[src/hw/rtl/bilinear_texture_sampler_top_assert.svh]
// assertion macros for the bilinear texture sampler top level
`ifndef BILINEAR_TEXTURE_SAMPLER_TOP_ASSERT_SVH
`define BILINEAR_TEXTURE_SAMPLER_TOP_ASSERT_SVH
`ifndef SYNTHESIS
// same-cycle implication
`define BTS_ASSERT_NOW(label, ante, cons) \
  label: assert property (@(posedge clk) disable iff (!rst_n) (ante) |-> (cons)) \
    else $error("bts assertion failed");
// next-cycle implication
`define BTS_ASSERT_NEXT(label, ante, cons) \
  label: assert property (@(posedge clk) disable iff (!rst_n) (ante) |=> (cons)) \
    else $error("bts assertion failed");
`else
`define BTS_ASSERT_NOW(label, ante, cons)
`define BTS_ASSERT_NEXT(label, ante, cons)
`endif
`endif

[src/hw/rtl/bts_pkg.sv]
// shared types, constants and helpers of the bilinear texture sampler
package bts_pkg;

  localparam int MAX_WIDTH   = 256;
  localparam int MAX_HEIGHT  = 256;
  localparam int STORE_DEPTH = MAX_WIDTH * MAX_HEIGHT;
  localparam int ADDR_W      = $clog2(STORE_DEPTH);

  localparam int DIM_W    = 9;
  localparam int COORD_W  = 17;
  localparam int IDX_W    = 16;
  localparam int CH_W     = 8;
  localparam int TEXEL_W  = 3 * CH_W;
  localparam int FRAC_W   = 16;
  localparam int ONE_Q16  = 1 << FRAC_W;
  localparam int PX_W     = COORD_W + DIM_W;
  localparam int XR_W     = PX_W - FRAC_W;
  localparam int ROW_W    = 2 * DIM_W;
  localparam int S_W      = 8;
  localparam int S_ONE    = 1 << S_W;
  localparam int WGT_W    = 2 * S_W + 1;
  localparam int WPROD_W  = 2 * S_W + 2;
  localparam int TPROD_W  = WGT_W + CH_W;
  localparam int ACC_W    = TPROD_W + 1;
  localparam int ROUND    = 1 << (FRAC_W - 1);

  localparam int CFG_IDX_W = 1;
  localparam logic [CFG_IDX_W-1:0] REG_WIDTH  = 1'b0;
  localparam logic [CFG_IDX_W-1:0] REG_HEIGHT = 1'b1;
  localparam logic [DIM_W-1:0]     DIM_RESET  = 9'd256;

  localparam logic CMD_LOAD     = 1'b0;
  localparam logic CMD_SAMPLE   = 1'b1;
  localparam logic STATUS_OK    = 1'b0;
  localparam logic STATUS_RANGE = 1'b1;

  typedef struct packed {
    logic               command;
    logic [IDX_W-1:0]   texel_index;
    logic [CH_W-1:0]    load_red;
    logic [CH_W-1:0]    load_green;
    logic [CH_W-1:0]    load_blue;
    logic [COORD_W-1:0] coord_u;
    logic [COORD_W-1:0] coord_v;
  } in_req_t;

  typedef struct packed {
    logic [CH_W-1:0] sample_red;
    logic [CH_W-1:0] sample_green;
    logic [CH_W-1:0] sample_blue;
    logic            status;
  } out_req_t;

  // request leaving the coordinate stages toward the texel store
  typedef struct packed {
    logic                        valid;
    logic                        load;
    logic                        load_ok;
    logic                        err;
    logic [ADDR_W-1:0]           waddr;
    logic [TEXEL_W-1:0]          wdata;
    logic [3:0][ADDR_W-1:0]      raddr;
    logic [3:0][WGT_W-1:0]       wgt;
  } bts_iss_t;

  function automatic logic [DIM_W-1:0] clamp_dim(input logic [DIM_W-1:0] val,
                                                 input int unsigned maxv);
    logic [DIM_W-1:0] res;
    if (val == '0) begin
      res = DIM_W'(1);
    end else if (32'(val) > maxv) begin
      res = DIM_W'(maxv);
    end else begin
      res = val;
    end
    return res;
  endfunction

endpackage

[src/hw/rtl/bts_blend.sv]
// weighted sum of four texels per channel with rounding, and the output register
module bts_blend import bts_pkg::*; (
  input  logic                     clk,
  input  logic                     rst_n,
  input  logic                     in_v,
  input  logic                     in_err,
  input  logic [3:0][WGT_W-1:0]    in_wgt,
  input  logic [3:0][TEXEL_W-1:0]  in_tex,
  output logic                     in_rdy,
  output logic                     out_valid,
  input  logic                     out_stall,
  output out_req_t                 out_req
);

  logic                         v4_r;
  logic                         err4_r;
  logic [2:0][3:0][TPROD_W-1:0] prod4_r;
  logic                         out_valid_r;
  out_req_t                     out_req_r;
  logic                         rdy_o;

  assign rdy_o  = !out_valid_r || !out_stall;
  assign in_rdy = !v4_r || rdy_o;

  always_ff @(posedge clk) begin
    if (!rst_n) begin
      v4_r <= 1'b0;
    end else if (in_rdy) begin
      v4_r <= in_v;
    end
  end

  always_ff @(posedge clk) begin
    if (in_rdy) begin
      err4_r <= in_err;
      for (int c = 0; c < 3; c++) begin
        for (int k = 0; k < 4; k++) begin
          prod4_r[c][k] <= TPROD_W'(in_wgt[k]) *
                           TPROD_W'(in_tex[k][CH_W*(2-c) +: CH_W]);
        end
      end
    end
  end

  logic [2:0][ACC_W-1:0] acc;
  logic [2:0][CH_W-1:0]  chan;
  out_req_t              out_nxt;

  always_comb begin
    for (int c = 0; c < 3; c++) begin
      acc[c] = ACC_W'(prod4_r[c][0]) + ACC_W'(prod4_r[c][1]) +
               ACC_W'(prod4_r[c][2]) + ACC_W'(prod4_r[c][3]) + ACC_W'(ROUND);
      chan[c] = err4_r ? '0 : acc[c][FRAC_W +: CH_W];
    end
    out_nxt.sample_red   = chan[0];
    out_nxt.sample_green = chan[1];
    out_nxt.sample_blue  = chan[2];
    out_nxt.status       = err4_r ? STATUS_RANGE : STATUS_OK;
  end

  always_ff @(posedge clk) begin
    if (!rst_n) begin
      out_valid_r <= 1'b0;
    end else if (rdy_o) begin
      out_valid_r <= v4_r;
    end
  end

  always_ff @(posedge clk) begin
    if (rdy_o) begin
      out_req_r <= out_nxt;
    end
  end

  assign out_valid = out_valid_r;
  assign out_req   = out_req_r;

endmodule

[config.mk]
export PLATFORM = sky130hd
export DESIGN_NAME = bts_blend
export DESIGN_NICKNAME = d
export VERILOG_FILES = /design/src/hw/rtl/bilinear_texture_sampler_top_assert.svh /design/src/hw/rtl/bts_pkg.sv /design/src/hw/rtl/bts_blend.sv
export SDC_FILE = /design/constraint.sdc
export NUM_CORES = 2
export LEC_CHECK = 0
export BUFFER_PORTS_ARGS = -buffer_cell sky130_fd_sc_hd__buf_2
export CAP_MARGIN = 20
export CORE_AREA = 2 2 408 410
export CTS_CLUSTER_DIAMETER = 200
export CTS_CLUSTER_SIZE = 25
export DETAILED_ROUTE_END_ITERATION = 6
export DIE_AREA = 0 0 410 412
export PLACE_DENSITY = 0.59
export SETUP_SLACK_MARGIN = 0.05
export SYNTH_ARGS = -nofsm -noshare
export SYNTH_HDL_FRONTEND = slang
export SYNTH_SLANG_ARGS = --single-unit
[constraint.sdc]
create_clock -name clk -period 12.2 [get_ports clk]
set_input_delay 0.61 -clock clk [delete_from_list [all_inputs] [get_ports clk]]
set_output_delay 0.61 -clock clk [all_outputs]
set_load 0.02 [all_outputs]
==> impl_metrics.json <==
{
  "dieArea_sq_um": 169000,
  "place_hpwl_microns": 136000,
  "synth-seq-cells": 316,
  "wl_met2_microns": 82700,
  "period_share_pct": 44.0,
  "avgViaCountPerCell": 5.11,
  "setup.worst_path.class": "primary input to register",
  "fin_ws_ns": 6.83,
  "post-route-drc-count": 0,
  "p_clk_share_pct": 3.3,
  "grt.overflow.total": 0,
  "seqPwrFrac_pct": 15.5,
  "syn_area_per_cell_sq_um": 9.87,
  "hold_path.class": "primary input to register",
  "firstDrtPassIters": 5,
  "min-delay-start": "in_err",
  "grt_max_degree": 78,
  "p_total_uw": 19100,
  "initial_core_util_pct": 39.8,
  "cts_tree": "done",
  "critPathCaptureType": "register",
  "synth_top_area_share_pct": 36.8,
  "cts.sinks": 316,
  "num-fill-cells": 16000,
  "num_vias": 45000,
  "switching_share_pct": 51.2,
  "outcome": "finished clean",
  "wl_per_cell_microns": 19.3,
  "finalSetupTns_ns": 0,
  "worstPathRequired_ns": 12.48,
  "io_pins": 196,
  "cts_buffers": 16,
  "fp.dieW_microns": 410,
  "synth_enable_flop_cells": 314,
  "synthesis.area_sq_um": 65400,
  "irDropWorstVdd_uv": 284,
  "clk_pin_slew_ns": 0.12,
  "gp_congestion": 0.864,
  "grt_usage_pct": 20.7,
  "ant_nets": 0,
  "rows": 149,
  "grt_pass1_vias": 47900,
  "async_reset_ff_share_pct": 0,
  "synthesis.nets": 8636,
  "crit_arrival_ns": 5.65,
  "synth_ff_type": "edfxtp_1",
  "ys_types": 72,
  "hold_end": "err4_r$_DFFE_PP_",
  "post_cts_buffers": 0,
  "ys_seq_area_share_pct": 14.5,
  "ctsLongestPathBuffers": 3,
  "path_max_fanout": 24,
  "synth_cells": 6625,
  "fp.coreArea_sq_um": 164000,
  "fmax_mhz": 186,
  "slew_violations": 0,
  "fin_crit_ns": 5.37,
  "synth_top_area_cell": "fa_1",
  "finish.utilization_pct": 41.8,
  "routed_wl_microns": 170000,
  "portBuffers": 195,
  "die_y_microns": 412,
  "ys_warn_count": 0,
  "clkLatencyLatePin_ns": 0.55,
  "tightest_slew_ns": 1.15,
  "ff_latch_area_sq_um": 9470,
  "r2r_end": "out_req[12]$_SDFFCE_PP0P_",
  "power_density_nw_per_um2": 278,
  "multi_input_area_sq_um": 50400,
  "cts_resized": 0,
  "hold_depth": 1,
  "power_frac_comb_pct": 81.2,
  "syn_to_final_growth_pct": 5.14,
  "dp_slack_ns": 6.32,
  "htreeDepth": 1,
  "yosysMostFrequentCell": "and2_1",
  "met1_length_microns": 75900,
  "grt_setup_unrepaired": "no",
  "start_kind": "primary input",
  "synthTopCellsByCount": "and2_1 (1323), inv_1 (1223), fa_1 (1203)",
  "hold_viol": 0,
  "grt_pass1_wl_microns": 273000,
  "slew_headroom_pct": 23.3,
  "postCtsHoldBufs": 0,
  "intPower_uw": 9320,
  "skew_ns": 0.0258,
  "rrSetupSlack_ns": 7.82,
  "setup_violations": 0,
  "topRoutingLayerUsed": "met5",
  "drv_cap": 0,
  "yosys-top-cells-area": "fa_1 (37%), edfxtp_1 (14%), and2_1 (13%)",
  "fin_nets": 8619,
  "timing.rr.start": "prod4_r[104]$_DFFE_PP_",
  "leakage_uw": 0.0335,
  "drt_iter0_markers": 2567,
  "final_layout_size_suffix_gt1_share_pct": 3.82,
  "antenna_found_initial": 13,
  "r2r_cells": 12,
  "clockRootBuffer": "clkbuf_16",
  "met3_length_microns": 7120,
  "p_sw_uw": 9770
}
-- cell families after synthesis --
logic type | synth area share [%]
muxes | 0.0612
and+or+nand+nor | 18.1
xor gates and xnor gates | 3.82
adders and majority gates | 49.1
buffers and inverters | 8.38
AOI/OAI and AO/OA | 6.09
DFF | 14.5
-- worst max-delay path by stage --
| stage | start | to | slack, ns | cells after the start |
|---|---|---|---|---|
| after global placement | in_wgt[5] | prod4_r[221]$_DFFE_PP_ | 6.36 | 18 |
| after floorplan | out_stall | err4_r$_DFFE_PP_ | 1.90 | 1 |
| final | in_wgt[29] | prod4_r[48]$_DFFE_PP_ | 6.83 | 18 |
| after detailed placement | in_wgt[30] | prod4_r[48]$_DFFE_PP_ | 6.32 | 18 |
| after CTS | in_wgt[30] | prod4_r[48]$_DFFE_PP_ | 6.87 | 18 |
| after global routing | in_wgt[29] | prod4_r[48]$_DFFE_PP_ | 6.49 | 18 |
-- layer usage --
layer  global-route usage (%)  vias up
met1                     28.4    23400
li1                         -    20500
met3                     1.93      185
met2                     35.2      954
met4                     5.17       14
met5                        0        -
-- critical path: stages --
cell       delay, ns
buf_2           0.41
nand2_1         0.17
fa_1            0.57
inv_1           0.06
fa_1            0.46
fa_1            0.52
inv_1           0.05
fa_1            0.47
inv_1           0.04
ha_1            0.35
a21o_1          0.18
a21o_1          0.18
a2111oi_0       0.65
o211ai_1        0.22
a31oi_1         0.34
o21ai_1         0.10
a21oi_1         0.18
xnor2_1         0.08
-- power groups by stage --
stage                     Clock [uW]  Combinational [uW]  Sequential [uW]
after floorplan                    0               11500             2620
after global placement             0               15200             3000
after detailed placement           0               15400             2990
after CTS                        648               15600             2970
after global routing             680               17600             3000
final                            628               15500             2960
-- cell type report --
cell class,instances,share of cell area (%)
Clock inverter,1,0.0127
Antenna cell,2,0.00728
Timing Repair Buffer,202,1.50
Inverter,1223,6.68
Tap cell,2189,3.98
Sequential cell,316,13.8
Clock buffer,24,0.657
Multi-Input combinational cell,4849,73.4
-- flip-flops by register name, summed over array words and instances (netlist names) --
register and flops:
out_valid 1, err4_r 1, v4_r 1, prod4_r 288, out_req 25
-- per-stage QoR --
stage / hold slack [ns] / std cells / area [sq um]
after floorplan: 0.459 / 6625 / 65400
after detailed placement: 0.537 / 8779 / 68300
after global placement: 0.527 / 8779 / 68300
after CTS: 0.202 / 8804 / 68700
after global routing: 0.200 / 8804 / 68700
final: 0.233 / 8806 / 68700
-- cell usage in the layout (no fill, tap or decap), types with 7 or more instances in the layout --
cell type / count
nor3b_1: 8
or2_2: 9
buf_4: 7
a31oi_1: 19
o21bai_1: 25
and2_1: 1323
inv_1: 1223
edfxtp_1: 314
ha_1: 639
xnor2_1: 208
nand3_1: 54
o21ai_0: 95
a21oi_1: 191
and3_1: 34
o211ai_1: 13
nor3_1: 53
nor2b_1: 27
a21boi_0: 8
o2111ai_1: 12
xor2_1: 77
nor4_1: 7
a211oi_1: 20
o31a_1: 9
nand4_1: 19
o22ai_1: 9
clkbuf_16: 17
o31ai_1: 14
nor2_1: 127
o21a_1: 44
a21o_1: 94
nand2_1: 395
nand2b_1: 23
buf_2: 195
fa_1: 1203
or3_1: 10
clkbuf_1: 7
No activity file was read; power rests on OpenSTA's default activity.
