### src/hw/rtl/bilinear_texture_sampler_top_assert.svh
// assertion macros for the bilinear texture sampler top level
`ifndef BILINEAR_TEXTURE_SAMPLER_TOP_ASSERT_SVH
`define BILINEAR_TEXTURE_SAMPLER_TOP_ASSERT_SVH
`ifndef SYNTHESIS
// same-cycle implication
`define BTS_ASSERT_NOW(label, ante, cons) \
  label: assert property (@(posedge clk) disable iff (!rst_n) (ante) |-> (cons)) \
    else $error("bts assertion failed");
// next-cycle implication
`define BTS_ASSERT_NEXT(label, ante, cons) \
  label: assert property (@(posedge clk) disable iff (!rst_n) (ante) |=> (cons)) \
    else $error("bts assertion failed");
`else
`define BTS_ASSERT_NOW(label, ante, cons)
`define BTS_ASSERT_NEXT(label, ante, cons)
`endif
`endif

### src/hw/rtl/bts_pkg.sv
// shared types, constants and helpers of the bilinear texture sampler
package bts_pkg;

  localparam int MAX_WIDTH   = 256;
  localparam int MAX_HEIGHT  = 256;
  localparam int STORE_DEPTH = MAX_WIDTH * MAX_HEIGHT;
  localparam int ADDR_W      = $clog2(STORE_DEPTH);

  localparam int DIM_W    = 9;
  localparam int COORD_W  = 17;
  localparam int IDX_W    = 16;
  localparam int CH_W     = 8;
  localparam int TEXEL_W  = 3 * CH_W;
  localparam int FRAC_W   = 16;
  localparam int ONE_Q16  = 1 << FRAC_W;
  localparam int PX_W     = COORD_W + DIM_W;
  localparam int XR_W     = PX_W - FRAC_W;
  localparam int ROW_W    = 2 * DIM_W;
  localparam int S_W      = 8;
  localparam int S_ONE    = 1 << S_W;
  localparam int WGT_W    = 2 * S_W + 1;
  localparam int WPROD_W  = 2 * S_W + 2;
  localparam int TPROD_W  = WGT_W + CH_W;
  localparam int ACC_W    = TPROD_W + 1;
  localparam int ROUND    = 1 << (FRAC_W - 1);

  localparam int CFG_IDX_W = 1;
  localparam logic [CFG_IDX_W-1:0] REG_WIDTH  = 1'b0;
  localparam logic [CFG_IDX_W-1:0] REG_HEIGHT = 1'b1;
  localparam logic [DIM_W-1:0]     DIM_RESET  = 9'd256;

  localparam logic CMD_LOAD     = 1'b0;
  localparam logic CMD_SAMPLE   = 1'b1;
  localparam logic STATUS_OK    = 1'b0;
  localparam logic STATUS_RANGE = 1'b1;

  typedef struct packed {
    logic               command;
    logic [IDX_W-1:0]   texel_index;
    logic [CH_W-1:0]    load_red;
    logic [CH_W-1:0]    load_green;
    logic [CH_W-1:0]    load_blue;
    logic [COORD_W-1:0] coord_u;
    logic [COORD_W-1:0] coord_v;
  } in_req_t;

  typedef struct packed {
    logic [CH_W-1:0] sample_red;
    logic [CH_W-1:0] sample_green;
    logic [CH_W-1:0] sample_blue;
    logic            status;
  } out_req_t;

  // request leaving the coordinate stages toward the texel store
  typedef struct packed {
    logic                        valid;
    logic                        load;
    logic                        load_ok;
    logic                        err;
    logic [ADDR_W-1:0]           waddr;
    logic [TEXEL_W-1:0]          wdata;
    logic [3:0][ADDR_W-1:0]      raddr;
    logic [3:0][WGT_W-1:0]       wgt;
  } bts_iss_t;

  function automatic logic [DIM_W-1:0] clamp_dim(input logic [DIM_W-1:0] val,
                                                 input int unsigned maxv);
    logic [DIM_W-1:0] res;
    if (val == '0) begin
      res = DIM_W'(1);
    end else if (32'(val) > maxv) begin
      res = DIM_W'(maxv);
    end else begin
      res = val;
    end
    return res;
  endfunction

endpackage

### src/hw/rtl/bts_coord.sv
// coordinate scaling, edge clamp, store addresses and bilinear weights
module bts_coord import bts_pkg::*; (
  input  logic             clk,
  input  logic             rst_n,
  input  logic             in_valid,
  output logic             in_stall,
  input  in_req_t          in_req,
  input  logic [DIM_W-1:0] tex_w,
  input  logic [DIM_W-1:0] tex_h,
  input  logic             iss_rdy,
  output bts_iss_t         iss
);

  // stage 1: scaled coordinates
  logic               v1_r;
  logic               load1_r;
  logic               ldok1_r;
  logic               err1_r;
  logic [ADDR_W-1:0]  idx1_r;
  logic [TEXEL_W-1:0] col1_r;
  logic [PX_W-1:0]    px1_r;
  logic [PX_W-1:0]    py1_r;

  // stage 2: clamped texel positions and fractions
  logic               v2_r;
  logic               load2_r;
  logic               ldok2_r;
  logic               err2_r;
  logic [ADDR_W-1:0]  idx2_r;
  logic [TEXEL_W-1:0] col2_r;
  logic [DIM_W-1:0]   x0_r, x1_r, y0_r, y1_r;
  logic [S_W-1:0]     s_r, t_r;

  logic rdy1, rdy2, accept;

  assign rdy2     = !v2_r || iss_rdy;
  assign rdy1     = !v1_r || rdy2;
  assign in_stall = !rdy1;
  assign accept   = in_valid && rdy1;

  always_ff @(posedge clk) begin
    if (!rst_n) begin
      v1_r <= 1'b0;
    end else if (rdy1) begin
      v1_r <= in_valid;
    end
  end

  always_ff @(posedge clk) begin
    if (accept) begin
      load1_r <= (in_req.command == CMD_LOAD);
      ldok1_r <= ((IDX_W + 1)'(in_req.texel_index) < (IDX_W + 1)'(STORE_DEPTH));
      err1_r  <= (in_req.coord_u > COORD_W'(ONE_Q16)) ||
                 (in_req.coord_v > COORD_W'(ONE_Q16));
      idx1_r  <= ADDR_W'(in_req.texel_index);
      col1_r  <= {in_req.load_red, in_req.load_green, in_req.load_blue};
      px1_r   <= PX_W'(in_req.coord_u) * PX_W'(tex_w);
      py1_r   <= PX_W'(in_req.coord_v) * PX_W'(tex_h);
    end
  end

  // clamp integer parts and their right or lower neighbor to the last texel
  logic [XR_W-1:0] wm1, hm1, x0_raw, y0_raw, x0c, y0c, x0_inc, y0_inc, x1c, y1c;

  always_comb begin
    wm1    = XR_W'(tex_w - DIM_W'(1));
    hm1    = XR_W'(tex_h - DIM_W'(1));
    x0_raw = px1_r[PX_W-1:FRAC_W];
    y0_raw = py1_r[PX_W-1:FRAC_W];
    x0c    = (x0_raw > wm1) ? wm1 : x0_raw;
    y0c    = (y0_raw > hm1) ? hm1 : y0_raw;
    x0_inc = x0c + XR_W'(1);
    y0_inc = y0c + XR_W'(1);
    x1c    = (x0_inc > wm1) ? wm1 : x0_inc;
    y1c    = (y0_inc > hm1) ? hm1 : y0_inc;
  end

  always_ff @(posedge clk) begin
    if (!rst_n) begin
      v2_r <= 1'b0;
    end else if (rdy2) begin
      v2_r <= v1_r;
    end
  end

  always_ff @(posedge clk) begin
    if (rdy2) begin
      load2_r <= load1_r;
      ldok2_r <= ldok1_r;
      err2_r  <= err1_r;
      idx2_r  <= idx1_r;
      col2_r  <= col1_r;
      x0_r    <= DIM_W'(x0c);
      x1_r    <= DIM_W'(x1c);
      y0_r    <= DIM_W'(y0c);
      y1_r    <= DIM_W'(y1c);
      s_r     <= px1_r[FRAC_W-1 -: S_W];
      t_r     <= py1_r[FRAC_W-1 -: S_W];
    end
  end

  // linear addresses and weights for the store read
  logic [ROW_W-1:0]   row0, row1;
  logic [S_W:0]       ns, nt;
  logic [WPROD_W-1:0] wa, wb, wc, wd;

  always_comb begin
    row0 = ROW_W'(tex_w) * ROW_W'(y0_r);
    row1 = ROW_W'(tex_w) * ROW_W'(y1_r);
    ns   = (S_W + 1)'(S_ONE) - (S_W + 1)'(s_r);
    nt   = (S_W + 1)'(S_ONE) - (S_W + 1)'(t_r);
    wa   = WPROD_W'(ns) * WPROD_W'(nt);
    wb   = WPROD_W'(s_r) * WPROD_W'(nt);
    wc   = WPROD_W'(ns) * WPROD_W'(t_r);
    wd   = WPROD_W'(s_r) * WPROD_W'(t_r);

    iss.valid    = v2_r;
    iss.load     = load2_r;
    iss.load_ok  = ldok2_r;
    iss.err      = err2_r;
    iss.waddr    = idx2_r;
    iss.wdata    = col2_r;
    iss.raddr[0] = ADDR_W'(row0 + ROW_W'(x0_r));
    iss.raddr[1] = ADDR_W'(row0 + ROW_W'(x1_r));
    iss.raddr[2] = ADDR_W'(row1 + ROW_W'(x0_r));
    iss.raddr[3] = ADDR_W'(row1 + ROW_W'(x1_r));
    iss.wgt[0]   = WGT_W'(wa);
    iss.wgt[1]   = WGT_W'(wb);
    iss.wgt[2]   = WGT_W'(wc);
    iss.wgt[3]   = WGT_W'(wd);
  end

endmodule

### config.mk
export PLATFORM = sky130hd
export DESIGN_NAME = bts_coord
export DESIGN_NICKNAME = d
export VERILOG_FILES = /design/src/hw/rtl/bilinear_texture_sampler_top_assert.svh /design/src/hw/rtl/bts_pkg.sv /design/src/hw/rtl/bts_coord.sv
export SDC_FILE = /design/constraint.sdc
export NUM_CORES = 2
export LEC_CHECK = 0
export ABC_AREA = 1
export BUFFER_PORTS_ARGS = -buffer_cell sky130_fd_sc_hd__buf_4
export CAP_MARGIN = 25
export CORE_ASPECT_RATIO = 0.9
export CORE_MARGIN = 2
export CORE_UTILIZATION = 45
export CTS_BUF_LIST = sky130_fd_sc_hd__clkbuf_4 sky130_fd_sc_hd__clkbuf_8
export CTS_CLUSTER_DIAMETER = 120
export DETAILED_ROUTE_END_ITERATION = 8
export HOLD_SLACK_MARGIN = 0.05
export PLACE_DENSITY = 0.6
export SLEW_MARGIN = 20
export SYNTH_ARGS = -nofsm -noshare
export SYNTH_HDL_FRONTEND = slang
export SYNTH_SLANG_ARGS = --single-unit
### constraint.sdc
create_clock -name clk -period 8.04 [get_ports clk]
set_clock_uncertainty 0.15 [all_clocks]
set_input_delay 0.804 -clock clk [delete_from_list [all_inputs] [get_ports clk]]
set_output_delay 0.804 -clock clk [all_outputs]
set_load 0.01 [all_outputs]
==> reports/qor.txt <==
SYNTHESIS
--------------------------------------------------------------------------------------
Number of enable-type register cells in the synthesized netlist                    172
Cell taking the most area after synthesis                                 sky130_fd_sc_hd__fa_1
Post-synthesis cell area                                                  0.03222 sq mm
Yosys Warn Count                                                                     0
Number of nets in the synthesized netlist                                        4,775
Number of cells produced by synthesis                                            3,831
Share of flip-flops with an asynchronous set or reset                               0%
Area contributors post-synth                                              sky130_fd_sc_hd__fa_1 (30%), sky130_fd_sc_hd__edfxtp_1 (16%), sky130_fd_sc_hd__ha_1 (14%), sky130_fd_sc_hd__inv_1 (11%), sky130_fd_sc_hd__nand2_1 (10%)
Post-synth cell types                                                               55
Sequential element share of the synthesized area                                16.15%
Top FF cell, synth                                                        sky130_fd_sc_hd__edfxtp_1
Total of flip-flops plus latches after synthesis                                   174
Synthesized area divided by synthesized cell count                         8.410 sq um
Share of the synthesized area in the top cell type                              29.89%

STA
--------------------------------------------------------------------------------------
Hold Vio Cnt, Final                                                                  0
Max-slew violation count                                                             0
Max transition margin                                                           41.48%
Final setup violation count                                                          0
Peak clock frequency supported by timing                                     130.1 MHz
Sum of negative setup slack                                                       0 ns
Minimum period implied by the final worst setup slack                         7.689 ns
Final Cycle Share                                                               95.63%
Slew of the pin with the lowest slew margin                                  0.8779 ns

FLOORPLAN
--------------------------------------------------------------------------------------
# IOs                                                                              274
Die W                                                                         286.1 um
Core Region                                                               0.07121 sq mm
Number of core rows                                                                 93
Height of the chip                                                            257.9 um
Area enclosed by the die boundary                                         0.07376 sq mm
Starting Density                                                                45.24%

CTS
--------------------------------------------------------------------------------------
Insertion delay of the later-clocked pin in the worst-skew pair                0.58 ns
H-tree levels                                                                        4
TritonCTS clock tree                                                              done
Clock root buffer                                                         sky130_fd_sc_hd__clkbuf_8
Clk slew on worst S/H paths                                                    0.14 ns
Clock Tree Buf Depth                                                                 2
Number of CTS-inserted buffers                                                      17
Sinks on Clock Net                                                                 174
Total of hold buffers inserted after clock tree synthesis                            0

FINAL LAYOUT
--------------------------------------------------------------------------------------
Area occupied by multi-input gates                                        0.02269 sq mm
Number of filler instances in the final layout                                   7,010
Signed area change from the synthesized netlist to the final layout             10.16%
Final-stage net count                                                            4,953
FF/Latch Area                                                             0.005205 sq mm
Fraction of layout instances using a drive strength above 1                     10.82%

ROUTING
--------------------------------------------------------------------------------------
Antenna Nets Post-Route                                                              0
Drt first-iter violations                                                        1,444
Routed WL per cell                                                            15.71 um
WL final                                                                     78,120 um
Average vias per placed instance                                                 4.821
Count of TritonRoute iterations in the first routing pass                            5
Via count of the routed design                                                  23,970
Drc violations                                                                       0

GLOBAL ROUTING
--------------------------------------------------------------------------------------
Antenna violations before repair                                                     7
Maximum number of pins on one net before global-route repair                        60
Total global routing track utilization                                          22.11%
First-pass GRT wire length                                                  130,000 um
Fraction of met3 tracks used by global routing                                  3.216%
Most heavily used metal layer in global routing                                   met2
Total global routing overflow                                                        0
Via count of the first global-routing pass                                      24,570
Met2 track utilization from global routing                                      36.14%
Met1 Use GR                                                                     31.49%

CRITICAL PATH
--------------------------------------------------------------------------------------
Family with the most delay on the worst path                               adder cells
Classification of the worst setup path                                      reg -> out
Crit-path most repeated cell                                              sky130_fd_sc_hd__inv_1
Required time of the critical path                                             7.09 ns
Sort of element at the end of the critical path                             output pin
Kind of start point of the critical path                                     flip-flop
Largest fanout of any net on the critical path                                      10
Maximum single-stage delay on the critical path                                0.55 ns
Worst Path Arrival                                                             6.74 ns
Crit path max-delay cell type                                             sky130_fd_sc_hd__fa_1
Total buffers and inverters traversed by the critical path                           7

PLACE
--------------------------------------------------------------------------------------
HPWL reported at the end of detailed placement                               63,610 um
Number of I/O port buffers                                                         271
Weighted congestion reported at the end of routability-driven placement         0.9342

MIN PATH
--------------------------------------------------------------------------------------
Worst min path class                                                         in -> reg

OUTCOME
--------------------------------------------------------------------------------------
Status                                                                    complete, no violations

FLOW RUN
--------------------------------------------------------------------------------------
Maxcap violations                                                                    0

-- state kept, by name, summed over array words and instances (netlist names) --
register / count
col1_r: 24
col2_r: 24
err1_r: 1
err2_r: 1
idx1_r: 16
idx2_r: 16
load1_r: 1
load2_r: 1
px1_r: 18
py1_r: 18
s_r: 8
t_r: 8
v1_r: 1
v2_r: 1
x0_r: 9
x1_r: 9
y0_r: 9
y1_r: 9
-- through the flow --
| stage | utilization (%) | hold WS, ns | instances | area [sq um] | setup WS (ns) |
|---|---|---|---|---|---|
| 6_report | 49.84 | 0.2379 | 4973 | 35490 | 0.3510 |
| 5_1_grt | 49.84 | 0.1984 | 4973 | 35490 | -0.06901 |
| 4_1_cts | 49.67 | 0.1747 | 4962 | 35370 | 0.03671 |
| 3_5_place_dp | 49.09 | 0.2545 | 4930 | 34960 | 0.6952 |
| 3_3_place_gp | 49.09 | 0.2503 | 4930 | 34960 | 0.8861 |
| 2_1_floorplan | - | 0.2503 | 3831 | 32220 | 1.544 |
-- area by class of cell --
type	instances	area share [%]
Antenna cell	1	0.007050
Clock buffer	18	0.6804
Clock inverter	14	0.4865
Inverter	981	10.46
Multi-Input combinational cell	2531	63.93
Sequential cell	174	14.66
Tap cell	950	3.349
Timing Repair Buffer	304	6.430
-- cells in the final DEF, fill, tap and decap left out, types with 14 or more instances in the layout --
cell                       count
sky130_fd_sc_hd__inv_1       964
sky130_fd_sc_hd__nand2_1     871
sky130_fd_sc_hd__fa_1        481
sky130_fd_sc_hd__ha_1        366
sky130_fd_sc_hd__buf_4       304
sky130_fd_sc_hd__edfxtp_1    172
sky130_fd_sc_hd__nor2_1      148
sky130_fd_sc_hd__xor2_1      146
sky130_fd_sc_hd__a21oi_1     139
sky130_fd_sc_hd__nand3_1      84
sky130_fd_sc_hd__xnor2_1      53
sky130_fd_sc_hd__o21ai_0      49
sky130_fd_sc_hd__o21bai_1     28
sky130_fd_sc_hd__nand2_2      22
sky130_fd_sc_hd__clkbuf_8     17
sky130_fd_sc_hd__nand3_2      14
-- metal layers --
metal  vias to the layer above  share of wire [%]
li1                      11800                  -
met1                     11650                 47
met2                       458                 47
met3                        58                4.5
met4                        12                1.3
met5                         -              0.093
-- synthesized netlist by cell type, drive strengths merged (2+ instances only) --
master,number
and2,3
inv,972
buf,51
dfxtp,2
nand2,904
nor2,171
xor2,146
ha,366
clkbuf,94
a31oi,6
fa,481
conb,2
or2,2
nand3,101
nand4,12
nor4,13
nor3,14
a21o,8
o21a,3
a21oi,140
o211ai,3
o221ai,2
o21ai,58
xnor2,53
o31ai,2
a211oi,4
clkinv,9
a221oi,2
edfxtp,172
a21boi,3
o21bai,28
-- cells by family after synthesis --
logic type | count (synthesis) | share of synthesized area (%)
compound gates | 262 | 4.664
xor+xnor | 199 | 5.410
fa+ha+maj | 847 | 44.10
buf+inv | 1126 | 13.51
flops | 174 | 16.15
other cells | 2 | 0.02331
simple gates | 1221 | 16.14
-- repair_timing --
action                     4_1_cts  5_1_grt
gates resized for setup          0       13
setup buffers                    0       10
setup endpoints to repair        0        9
-- path summary, 6_finish.rpt --
path              start         end  slack, ns  cells past startpoint
max reg2reg   px1_r[21]     x1_r[3]       3.68                     21
min reg2reg  col1_r[16]  col2_r[16]       0.26                      0
max              t_r[1]     iss[32]       0.35                     26
min          in_req[63]   idx1_r[5]       0.24                      1
Power is not shown: default switching activity piles up to over one toggle a cycle in this logic, so the estimate is an artifact.
